$ cat src/sv/rcafe_pkg.sv
package rcafe_pkg;

	localparam int CODE_BITS = 12;
	localparam int BCNT_W    = $clog2(CODE_BITS + 1);
	localparam int UNIT_W    = 8;
	localparam int WAIT_W    = 8;
	localparam int DUR_W     = 11;
	localparam int OP_W      = 2;
	localparam int S_DATA_W  = ((CODE_BITS + 7) / 8) * 8;
	localparam int M_FIELD_W = 1 + DUR_W + 1 + 1;
	localparam int M_DATA_W  = ((M_FIELD_W + 7) / 8) * 8;
	localparam int ADDR_W    = 3;
	localparam int APB_W     = 32;

	localparam logic [UNIT_W-1:0] UNIT_TIME_RST  = UNIT_W'(28);
	localparam logic [WAIT_W-1:0] WAIT_UNITS_RST = WAIT_W'(16);

	// register select is the word address bit
	localparam logic REG_UNIT_TIME  = 1'b0;
	localparam logic REG_WAIT_UNITS = 1'b1;

	// shift amounts for 1, 2, 4 and 8 units
	localparam logic [1:0] SH_1U = 2'd0;
	localparam logic [1:0] SH_2U = 2'd1;
	localparam logic [1:0] SH_4U = 2'd2;
	localparam logic [1:0] SH_8U = 2'd3;

	localparam logic [OP_W-1:0] OP_TICK = 2'd0;
	localparam logic [OP_W-1:0] OP_SEND = 2'd1;
	localparam logic [OP_W-1:0] OP_STOP = 2'd2;

	typedef enum logic [3:0] {
		PH_IDLE   = 4'd0,
		PH_HDR_M  = 4'd1,
		PH_HDR_S  = 4'd2,
		PH_BIT_M  = 4'd3,
		PH_BIT_S  = 4'd4,
		PH_IBIT_M = 4'd5,
		PH_IBIT_S = 4'd6,
		PH_STOP   = 4'd7,
		PH_WAIT   = 4'd8
	} phase_t;

	function automatic logic [DUR_W-1:0] dur_units(input logic [UNIT_W-1:0] ut,
			input logic [1:0] sh);
		logic [DUR_W-1:0] w;
		w = DUR_W'(ut);
		return w << sh;
	endfunction

endpackage

$ cat src/sv/rca_ir_frame_encoder_unit.sv
// A request taken into the input register gives its result on m_tdata through the result register.
// Throughput: one request per cycle while the result is not stalled; the phase sequencer updates in one pass.
// Input and result registers decouple the sides; s_tready falls only while both are full
// and the result is stalled.
// Reset (arst_n low, asynchronous): idle, carrier off, duration 28 periods,
// unit_time 28, wait_units 16, both register stages empty.
module rca_ir_frame_encoder_unit (
	input  logic                            clk,
	input  logic                            arst_n,
	input  logic                            s_tvalid,
	output logic                            s_tready,
	input  logic [rcafe_pkg::S_DATA_W-1:0]  s_tdata,  // code, zero pad
	input  logic [rcafe_pkg::OP_W-1:0]      s_tuser,  // op
	output logic                            m_tvalid,
	input  logic                            m_tready,
	output logic [rcafe_pkg::M_DATA_W-1:0]  m_tdata,  // carrier_on, duration, accepted, idle, pad
	input  logic                            psel,
	input  logic                            penable,
	input  logic                            pwrite,
	input  logic [rcafe_pkg::ADDR_W-1:0]    paddr,
	input  logic [rcafe_pkg::APB_W-1:0]     pwdata,
	output logic [rcafe_pkg::APB_W-1:0]     prdata,
	output logic                            pready
);

	localparam int CB = rcafe_pkg::CODE_BITS;

	logic [rcafe_pkg::UNIT_W-1:0] unit_time_q;
	logic [rcafe_pkg::WAIT_W-1:0] wait_units_q;

	logic                         valid_s1;
	logic [rcafe_pkg::OP_W-1:0]   op_s1;
	logic [CB-1:0]                code_s1;

	rcafe_pkg::phase_t             phase_q, phase_d;
	logic [CB-1:0]                 shift_q, shift_d;
	logic [CB-1:0]                 active_q, active_d;
	logic [rcafe_pkg::BCNT_W-1:0]  bcnt_q, bcnt_d, bcnt_inc;
	logic [rcafe_pkg::WAIT_W-1:0]  wcnt_q, wcnt_d, wcnt_inc;
	logic                          rpt_q, rpt_d;
	logic                          carrier_q, carrier_d;
	logic [rcafe_pkg::DUR_W-1:0]   dur_q, dur_d;
	logic                          acc_d;

	logic                          out_valid_q;
	logic [rcafe_pkg::M_DATA_W-1:0] out_data_q;

	logic advance, step, cfg_wr;

	assign advance  = !out_valid_q || m_tready;
	assign step     = valid_s1 && advance;
	assign s_tready = !valid_s1 || advance;
	assign m_tvalid = out_valid_q;
	assign m_tdata  = out_data_q;

	// configuration port
	assign pready = 1'b1;
	assign cfg_wr = psel && penable && pwrite && pready;

	always_ff @(posedge clk or negedge arst_n) begin
		if (!arst_n) begin
			unit_time_q  <= rcafe_pkg::UNIT_TIME_RST;
			wait_units_q <= rcafe_pkg::WAIT_UNITS_RST;
		end else if (cfg_wr) begin
			if (paddr[2] == rcafe_pkg::REG_UNIT_TIME) begin
				unit_time_q <= pwdata[rcafe_pkg::UNIT_W-1:0];
			end else begin
				wait_units_q <= pwdata[rcafe_pkg::WAIT_W-1:0];
			end
		end
	end

	always_comb begin
		if (paddr[2] == rcafe_pkg::REG_WAIT_UNITS) begin
			prdata = rcafe_pkg::APB_W'(wait_units_q);
		end else begin
			prdata = rcafe_pkg::APB_W'(unit_time_q);
		end
	end

	// input register
	always_ff @(posedge clk or negedge arst_n) begin
		if (!arst_n) begin
			valid_s1 <= 1'b0;
		end else if (s_tready) begin
			valid_s1 <= s_tvalid;
		end
	end

	always_ff @(posedge clk) begin
		if (s_tvalid && s_tready) begin
			op_s1   <= s_tuser;
			code_s1 <= s_tdata[CB-1:0];
		end
	end

	// frame sequencer
	assign bcnt_inc = bcnt_q + rcafe_pkg::BCNT_W'(1);
	assign wcnt_inc = wcnt_q + rcafe_pkg::WAIT_W'(1);

	always_comb begin
		phase_d   = phase_q;
		shift_d   = shift_q;
		active_d  = active_q;
		bcnt_d    = bcnt_q;
		wcnt_d    = wcnt_q;
		rpt_d     = rpt_q;
		carrier_d = carrier_q;
		dur_d     = dur_q;
		acc_d     = 1'b0;
		case (op_s1)
			rcafe_pkg::OP_TICK: begin
				case (phase_q)
					rcafe_pkg::PH_IDLE: begin
						carrier_d = 1'b0;
					end
					rcafe_pkg::PH_HDR_M: begin
						dur_d     = rcafe_pkg::dur_units(unit_time_q, rcafe_pkg::SH_8U);
						carrier_d = 1'b1;
						phase_d   = rcafe_pkg::PH_HDR_S;
					end
					rcafe_pkg::PH_HDR_S: begin
						// space keeps the header mark length
						carrier_d = 1'b0;
						shift_d   = active_q;
						phase_d   = rcafe_pkg::PH_BIT_M;
					end
					rcafe_pkg::PH_BIT_M, rcafe_pkg::PH_IBIT_M, rcafe_pkg::PH_STOP: begin
						dur_d     = rcafe_pkg::dur_units(unit_time_q, rcafe_pkg::SH_1U);
						carrier_d = 1'b1;
						phase_d   = rcafe_pkg::phase_t'(phase_q + 4'd1);
					end
					rcafe_pkg::PH_BIT_S, rcafe_pkg::PH_IBIT_S: begin
						carrier_d = 1'b0;
						dur_d     = rcafe_pkg::dur_units(unit_time_q,
							shift_q[CB-1] ? rcafe_pkg::SH_4U : rcafe_pkg::SH_2U);
						shift_d   = shift_q << 1;
						bcnt_d    = bcnt_inc;
						if (bcnt_inc == rcafe_pkg::BCNT_W'(CB)) begin
							if (phase_q == rcafe_pkg::PH_BIT_S) begin
								shift_d = ~active_q;
								bcnt_d  = '0;
							end
							phase_d = rcafe_pkg::phase_t'(phase_q + 4'd1);
						end else begin
							phase_d = rcafe_pkg::phase_t'(phase_q - 4'd1);
						end
					end
					rcafe_pkg::PH_WAIT: begin
						carrier_d = 1'b0;
						dur_d     = rcafe_pkg::dur_units(unit_time_q, rcafe_pkg::SH_1U);
						wcnt_d    = wcnt_inc;
						if (wcnt_inc >= wait_units_q) begin
							bcnt_d  = '0;
							wcnt_d  = '0;
							phase_d = rpt_q ? rcafe_pkg::PH_HDR_M : rcafe_pkg::PH_IDLE;
						end
					end
					default: begin
						carrier_d = 1'b0;
						bcnt_d    = '0;
						wcnt_d    = '0;
						phase_d   = rcafe_pkg::PH_IDLE;
					end
				endcase
			end
			rcafe_pkg::OP_SEND: begin
				if (phase_q == rcafe_pkg::PH_IDLE && code_s1 != '0) begin
					active_d = code_s1;
					rpt_d    = 1'b1;
					bcnt_d   = '0;
					wcnt_d   = '0;
					phase_d  = rcafe_pkg::PH_HDR_M;
					acc_d    = 1'b1;
				end
			end
			rcafe_pkg::OP_STOP: begin
				rpt_d = 1'b0;
			end
			default: begin
			end
		endcase
	end

	always_ff @(posedge clk or negedge arst_n) begin
		if (!arst_n) begin
			phase_q   <= rcafe_pkg::PH_IDLE;
			shift_q   <= '0;
			active_q  <= '0;
			bcnt_q    <= '0;
			wcnt_q    <= '0;
			rpt_q     <= 1'b0;
			carrier_q <= 1'b0;
			dur_q     <= rcafe_pkg::DUR_W'(rcafe_pkg::UNIT_TIME_RST);
		end else if (step) begin
			phase_q   <= phase_d;
			shift_q   <= shift_d;
			active_q  <= active_d;
			bcnt_q    <= bcnt_d;
			wcnt_q    <= wcnt_d;
			rpt_q     <= rpt_d;
			carrier_q <= carrier_d;
			dur_q     <= dur_d;
		end
	end

	// result register
	always_ff @(posedge clk or negedge arst_n) begin
		if (!arst_n) begin
			out_valid_q <= 1'b0;
		end else if (advance) begin
			out_valid_q <= valid_s1;
		end
	end

	always_ff @(posedge clk) begin
		if (step) begin
			out_data_q <= rcafe_pkg::M_DATA_W'({(phase_d == rcafe_pkg::PH_IDLE), acc_d,
				dur_d, carrier_d});
		end
	end

endmodule

$ cat config.mk
export PLATFORM = sky130hd
export DESIGN_NAME = rca_ir_frame_encoder_unit
export DESIGN_NICKNAME = d
export VERILOG_FILES = /design/src/sv/rcafe_pkg.sv /design/src/sv/rca_ir_frame_encoder_unit.sv
export SDC_FILE = /design/constraint.sdc
export NUM_CORES = 1
export LEC_CHECK = 0
export BUFFER_PORTS_ARGS = -buffer_cell sky130_fd_sc_hd__buf_2
export CAP_MARGIN = 20
export CORE_ASPECT_RATIO = 0.7
export CORE_MARGIN = 8
export CORE_UTILIZATION = 38
export DETAILED_ROUTE_END_ITERATION = 10
export PLACE_DENSITY_LB_ADDON = 0.12
export REMOVE_ABC_BUFFERS = 1
export SLEW_MARGIN = 20
export SYNTH_ARGS = -nofsm -noshare
export SYNTH_HDL_FRONTEND = slang
export SYNTH_SLANG_ARGS = --single-unit
$ cat constraint.sdc
create_clock -name clk -period 5.5 [get_ports clk]
set_input_delay 0.825 -clock clk [delete_from_list [all_inputs] [get_ports clk]]
set_output_delay 0.825 -clock clk [all_outputs]
set_load 0.03 [all_outputs]
==> metrics.csv, run 1 <==
metric;value;unit
crit_path_end_kind;register;
numPortBuffers;53;
status;finished, final reports clean;
p_per_area;436.1;mW/mm2
placed_area;0.005702;mm2
use_met3;0.03241;
grt_pass1_vias;3499;
ioPinCount;111;
critPathArrivalTime;3.54;ns
drc;0;
clock_path_buffers;2;
drt_wl_total;11.94;mm
netlist.area_leader.share;0.2980;
drv_cap;0;
antenna_found_initial;0;
layout_commonest_cell;dfrtp_1;
path_clk_slew;0.07;ns
ir_drop;181.8;uV
grt_pass1_wl;19.15;mm
numCtsBuffers;9;
placed_cells;706;
synth_edf_count;28;
critPathMaxFanout;18;
hold_ws;0.4815;ns
syn_area_per_cell;11.22;um2
top_usage_layer;met1;
finalCriticalPeriod;3.328;ns
rows;36;
cts_tree;built;
cts.sinks;99;
dieArea;0.01827;mm2
rsz0062_at_grt;no;
post_cts_buffers;0;
setup_violations;0;
p_sw_frac;0.3683;
dieHeight;115.5;um
fin_skew;0.005747;ns
ys_seq_area_frac;0.4886;
netlist_area;0.005375;mm2
critical_path.startpoint_type;register;
ys_seq_elements;99;
tns;0;ns
hold_viol;0;
root_buffer;clkbuf_16;
worstHoldStart;shift_q[2]$_DFFE_PN0P_;
clkLatencyLatePin;0.34;ns
dp_hpwl;8.843;mm
place.gp.congestion;0.8016;
p_leak;2.590;nW
diodes;0;
drive_above_1_share;0.2820;
area_growth;11.10;%
fmax;300.4;MHz
yosys_warnings;0;
grt_start_max_net_pins;72;
yosysTopAreaCell;dfrtp_1;
report.final.slew_viol_count;0;
final_net_count;602;
hold_path_class;register to register;
synthFlopType;dfrtp_1;
min_period_over_period;0.6052;
critPathKind;register to register;
layout_common_cells;64 x dfrtp_1, 53 x buf_2, 44 x mux2_2;
start_util;0.3874;
power_frac_seq;0.438;
postRouteAntennaNets;0;
endpoint;m_tdata[13]$_DFFE_PP_;
grt_usage;0.1342;
stdcell_count;722;
wl_per_cell;16.53;um
utilization;0.4305;
final_cell_area;0.005972;mm2
ys_async_sr_fraction;0.7172;
total_power;2.604;mW
combPwrFrac;0.338;
place_ws;2.246;ns
use_met2;0.1889;
netlist_instances;479;
r2r_start;phase_q[0]$_DFFE_PN0P_;
rr_worst_depth;8;
r2r_slack;2.17;ns
htree_levels;3;
cp.required;5.71;ns
p_int;1.645;mW
grt_overflow_total;0;
power_frac_clock;0.224;
reg2reg_to;m_tdata[13]$_DFFE_PP_;
drt_iter0_drc;261;
viasPerCell;5.151;
met1_usage;0.2005;
first_pass_iters;4;
synth.area.top_cells;dfrtp_1 30%, edfxtp_1 16%, mux2_2 9.2%;
ctsResizeCount;0;
maxSlewHeadroom;0.3059;
vias;3719;
p_sw;0.9593;mW
die_w;158.2;um
fillers;1363;
synth_cell_type_count;70;
coreArea;0.01387;mm2
crit_start;phase_q[0]$_DFFE_PN0P_;
timing.final.ws_setup;2.172;ns
hold_buffers;0;
tightest_slew;1.038;ns
==> power by group through the flow <==
stage                     sequential (mW)  combinational (mW)  clock [mW]
final                                1.14               0.879       0.584
after global placement               1.14               0.861           0
after detailed placement             1.15               0.881           0
after global routing                 1.17               0.975       0.640
after floorplan                      1.14               0.622           0
after CTS                            1.14               0.885       0.602
==> cells in the mapped netlist, types with 2 or more instances <==
cell type and n:
o21a_1 3, a22o_1 5, ha_1 15, o211ai_1 2
inv_1 19, o21ai_0 25, o21ai_1 15, o2111ai_1 2
o22ai_1 3, clkbuf_1 8, mux2i_1 4, mux2_4 11
o41ai_1 2, nand2b_1 4, xor2_1 3, nor3_1 5
a32oi_1 2, a21o_1 3, mux2_2 44, conb_1 2
xnor2_1 5, a222oi_1 5, a211oi_1 12, or4_4 3
nand3_1 10, nor2_1 30, o211ai_2 2, nor4b_4 2
a32o_1 2, nand2_1 41, nand4_1 2, and3_1 6
nor4_1 2, edfxtp_1 28, dfstp_2 7, a21oi_2 2
buf_1 2, buf_6 2, a31oi_1 3, buf_4 28
buf_2 4, and2_1 3, dfrtp_1 64, a21oi_1 11
==> worst max-delay path: stages (launching register included) <==
cell and delay (ns):
dfrtp_1 0.51, inv_1 0.13, ha_1 0.34, nor2_1 0.28, or3_1 0.67, a21oi_1 0.18
o21a_1 0.22, o41ai_1 0.57, and4b_1 0.29
==> logic make-up after synthesis <==
logic type | share of synthesized area
fa+ha+maj | 0.03492
mux | 0.1304
compound gates | 0.1455
simple gates | 0.1152
other cells | 0.001397
xor+xnor | 0.01304
buf+inv | 0.07100
flops | 0.4886
==> registers in the layout, indices dropped and copies added, names as in the netlist <==
name	flops
code_s1	12
wcnt_q	8
m_tvalid	1
phase_q	4
unit_time_q	8
dur_q	11
active_q	12
wait_units_q	8
shift_q	12
bcnt_q	4
carrier_q	1
m_tdata	14
rpt_q	1
op_s1	2
valid_s1	1
==> layer usage <==
metal | part of all wire | wire length [um]
met5 | 0 | 0
met1 | 0.51 | 6065
met3 | 0.056 | 667
met2 | 0.43 | 5077
met4 | 0.010 | 125
==> final cells by class <==
class	count	area, um2	share of cell area
clock buffer	10	229.0	0.03834
tap	190	237.7	0.03981
clock inverter	6	41.29	0.006914
multi-input combinational	340	2466	0.4129
timing repair buffer	57	295.3	0.04944
inverter	20	76.32	0.01278
sequential	99	2626	0.4398
==> worst min-delay path by stage <==
stage	end	cells after the start
floorplan	dur_q[10]$_DFFE_PN0P_	2
detailed placement	dur_q[0]$_DFFE_PN0P_	2
global route	dur_q[0]$_DFFE_PN0P_	2
CTS	dur_q[0]$_DFFE_PN0P_	2
global placement	dur_q[10]$_DFFE_PN0P_	2
finish	shift_q[2]$_DFFE_PN0P_	2
No activity file was read; power rests on OpenSTA's default activity.
==> inputs of run 2 (changes only) <==
ABC_AREA = 1   (was not set)
clock period = 3 ns   (was 5.5 ns; I/O delays follow)
==> metrics.csv, run 2 <==
metric;value;unit;change
status;finished, final reports clean;;unchanged
post_cts_buffers;0;;unchanged
placed_area;0.005658;mm2;was 0.005702 mm2
hold_viol;0;;unchanged
utilization;0.4342;;was 0.4305
numCtsBuffers;9;;unchanged
root_buffer;clkbuf_16;;unchanged
antenna_found_initial;0;;unchanged
setup_violations;0;;unchanged
crit_path_end_kind;register;;unchanged
place_ws;0.3265;ns;was 2.246 ns
hold_end;code_s1[0]$_DFFE_PP_;;was shift_q[2]$_DFFE_PN0P_
critPathMaxFanout;5;;was 18
yosysMostFrequentCell;nand2_1;;was dfrtp_1
grt_pass1_wl;20.60;mm;was 19.15 mm
drt_wl_total;12.38;mm;was 11.94 mm
synthFlopType;dfrtp_1;;unchanged
cp.required;3.10;ns;was 5.71 ns
seq_area;0.002626;mm2;unchanged
reg2reg_to;m_tdata[13]$_DFFE_PP_;;unchanged
placed_cells;871;;was 706
maxSlewHeadroom;0.3751;;was 0.3059
path_clk_slew;0.07;ns;about the same
start_util;0.3853;;was 0.3874
htree_levels;3;;unchanged
timing.final.ws_setup;0.3751;ns;was 2.172 ns
area_growth;12.67;%;was 11.10%
finalCriticalPeriod;2.625;ns;was 3.328 ns
diodes;0;;unchanged
drt_iter0_drc;207;;was 261
fillers;1407;;was 1,363
drc;0;;unchanged
grt_pass1_vias;4168;;was 3,499
report.final.slew_viol_count;0;;unchanged
r2r_slack;0.38;ns;was 2.17 ns
ys_async_sr_fraction;0.7172;;unchanged
netlist_area;0.005311;mm2;was 0.005375 mm2
synth_edf_count;28;;unchanged
rr_worst_depth;14;;was 8
coreArea;0.01378;mm2;was 0.01387 mm2
netlist.area_leader.share;0.3015;;was 0.2980
viasPerCell;4.713;;was 5.151
ys_seq_area_frac;0.4945;;was 0.4886
first_pass_iters;7;;was 4
worstHoldStart;s_tdata[0];;was shift_q[2]$_DFFE_PN0P_
netlist_instances;640;;was 479
ioPinCount;111;;unchanged
whs_path_depth;1;;was 2
dieHeight;114.9;um;was 115.5 um
hold_path_class;input pin to register;;was register to register
multi_input_area;0.002147;mm2;was 0.002466 mm2
grt_overflow_total;0;;unchanged
critPathArrivalTime;2.72;ns;was 3.54 ns
ir_drop;267.9;uV;was 181.8 uV
final_net_count;767;;was 602
rsz0062_at_grt;no;;unchanged
ys_seq_elements;99;;unchanged
hold_ws;0.2772;ns;was 0.4815 ns
critical_path.startpoint_type;register;;unchanged
grt_usage;0.1432;;was 0.1342
dp_hpwl;9.142;mm;was 8.843 mm
synth_cell_type_count;39;;was 70
stdcell_count;887;;was 722
layout_commonest_cell;nand2_1;;was dfrtp_1
yosysTopAreaCell;dfrtp_1;;unchanged
die_w;157.3;um;was 158.2 um
tns;0;ns;unchanged
wl_per_cell;13.96;um;was 16.53 um
critPathKind;register to register;;unchanged
largest_reg_flops;14;;unchanged
final_cell_area;0.005984;mm2;was 0.005972 mm2
clkLatencyLatePin;0.34;ns;about the same
place.gp.congestion;0.8484;;was 0.8016
postRouteAntennaNets;0;;unchanged
syn_area_per_cell;8.299;um2;was 11.22 um2
p_per_area;838.2;mW/mm2;was 436.1 mW/mm2
dieArea;0.01808;mm2;was 0.01827 mm2
p_leak;2.986;nW;was 2.590 nW
min_period_over_period;0.8750;;was 0.6052
fmax;381.0;MHz;was 300.4 MHz
grt_start_max_net_pins;72;;unchanged
clock_path_buffers;2;;unchanged
rows;36;;unchanged
cts.sinks;99;;unchanged
yosys_warnings;0;;unchanged
total_power;5.016;mW;was 2.604 mW
vias;4180;;was 3,719
layout_common_cells;163 x nand2_1, 85 x inv_1, 64 x o21ai_0, 64 x dfrtp_1, 53 x buf_2;;was 64 x dfrtp_1, 53 x buf_2, 44 x mux2_2
drv_cap;0;;unchanged
r2r_start;wcnt_q[0]$_DFFE_PN0P_;;was phase_q[0]$_DFFE_PN0P_
tightest_slew;0.9374;ns;was 1.038 ns
synth_top_cells_by_count;163 x nand2_1, 85 x inv_1, 64 x dfrtp_1, 64 x o21ai_0, 43 x nor2_1;;was 64 x dfrtp_1, 44 x mux2_2, 41 x nand2_1
synth.area.top_cells;dfrtp_1 30%, edfxtp_1 16%, nand2_1 12%;;was dfrtp_1 30%, edfxtp_1 16%, mux2_2 9.2%
drive_above_1_share;0.1492;;was 0.2820
cts_tree;built;;unchanged
fin_skew;0.008158;ns;was 0.005747 ns
numPortBuffers;53;;unchanged
-- run 2: critical path, cell delays in order, from the launching register on --
cell,delay (ns)
dfrtp_1,0.42
nand3_1,0.13
nand3b_1,0.20
nand3b_1,0.21
xnor2_2,0.19
ha_1,0.27
a21o_1,0.18
nor2_1,0.13
nand3_1,0.19
nand2_1,0.14
nand2_1,0.06
nand3_1,0.07
nand2_1,0.08
nand2_1,0.08
nor2_1,0.04
-- run 2: cells by family (layout without fill, tap and decap cells) --
family,after synthesis,count (layout),share of synthesized area
flip-flops,99,99,0.4945
other,2,27,0.001414
XOR/XNOR,8,8,0.01319
AND/OR/NAND/NOR,251,251,0.1979
adder cells (fa/ha/maj),15,15,0.03534
buffers and inverters,135,167,0.1218
AO/OA/AOI/OAI,130,130,0.1359
-- run 2: worst max-delay path by stage --
stage / from / to / slack (ns) / depth (start not counted)
final: wcnt_q[0]$_DFFE_PN0P_ / m_tdata[13]$_DFFE_PP_ / 0.38 / 14
after global routing: wcnt_q[0]$_DFFE_PN0P_ / m_tdata[13]$_DFFE_PP_ / 0.04 / 14
after CTS: wcnt_q[0]$_DFFE_PN0P_ / m_tdata[13]$_DFFE_PP_ / 0.31 / 14
after detailed placement: wcnt_q[0]$_DFFE_PN0P_ / m_tdata[13]$_DFFE_PP_ / 0.33 / 14
after global placement: wcnt_q[0]$_DFFE_PN0P_ / m_tdata[13]$_DFFE_PP_ / 0.38 / 14
after floorplan: m_tvalid$_DFFE_PN0P_ / active_q[0]$_DFFE_PN0P_ / 0.61 / 6
-- run 2: cell type report --
cell class              instances  share of cell area
repair buffers                 60             0.05310
flip-flops and latches         99              0.4388
clock inverters                 5             0.01317
multi-input cells             431              0.3588
well taps                     190             0.03972
inverters                      91             0.05750
clock buffers                  11             0.03889
-- run 2: metal layers --
metal	up-vias	GRT usage	wire (um)
li1	2116	-	-
met1	1983	0.1965	6207
met2	75	0.2254	5526
met3	6	0.03342	574
met4	0	0.03350	73
met5	-	0	0
-- run 2: report_power, final --
group          internal [mW]  switching, mW
sequential              1.83          0.244
combinational          0.544           1.17
clock                  0.730          0.493
total                   3.11           1.91
-- run 2: timing repair --
| item | CTS | global route |
|---|---|---|
| resized for setup | 0 | 2 |
| hold buffers | 0 | 0 |
| setup endpoints to repair | 0 | 4 |
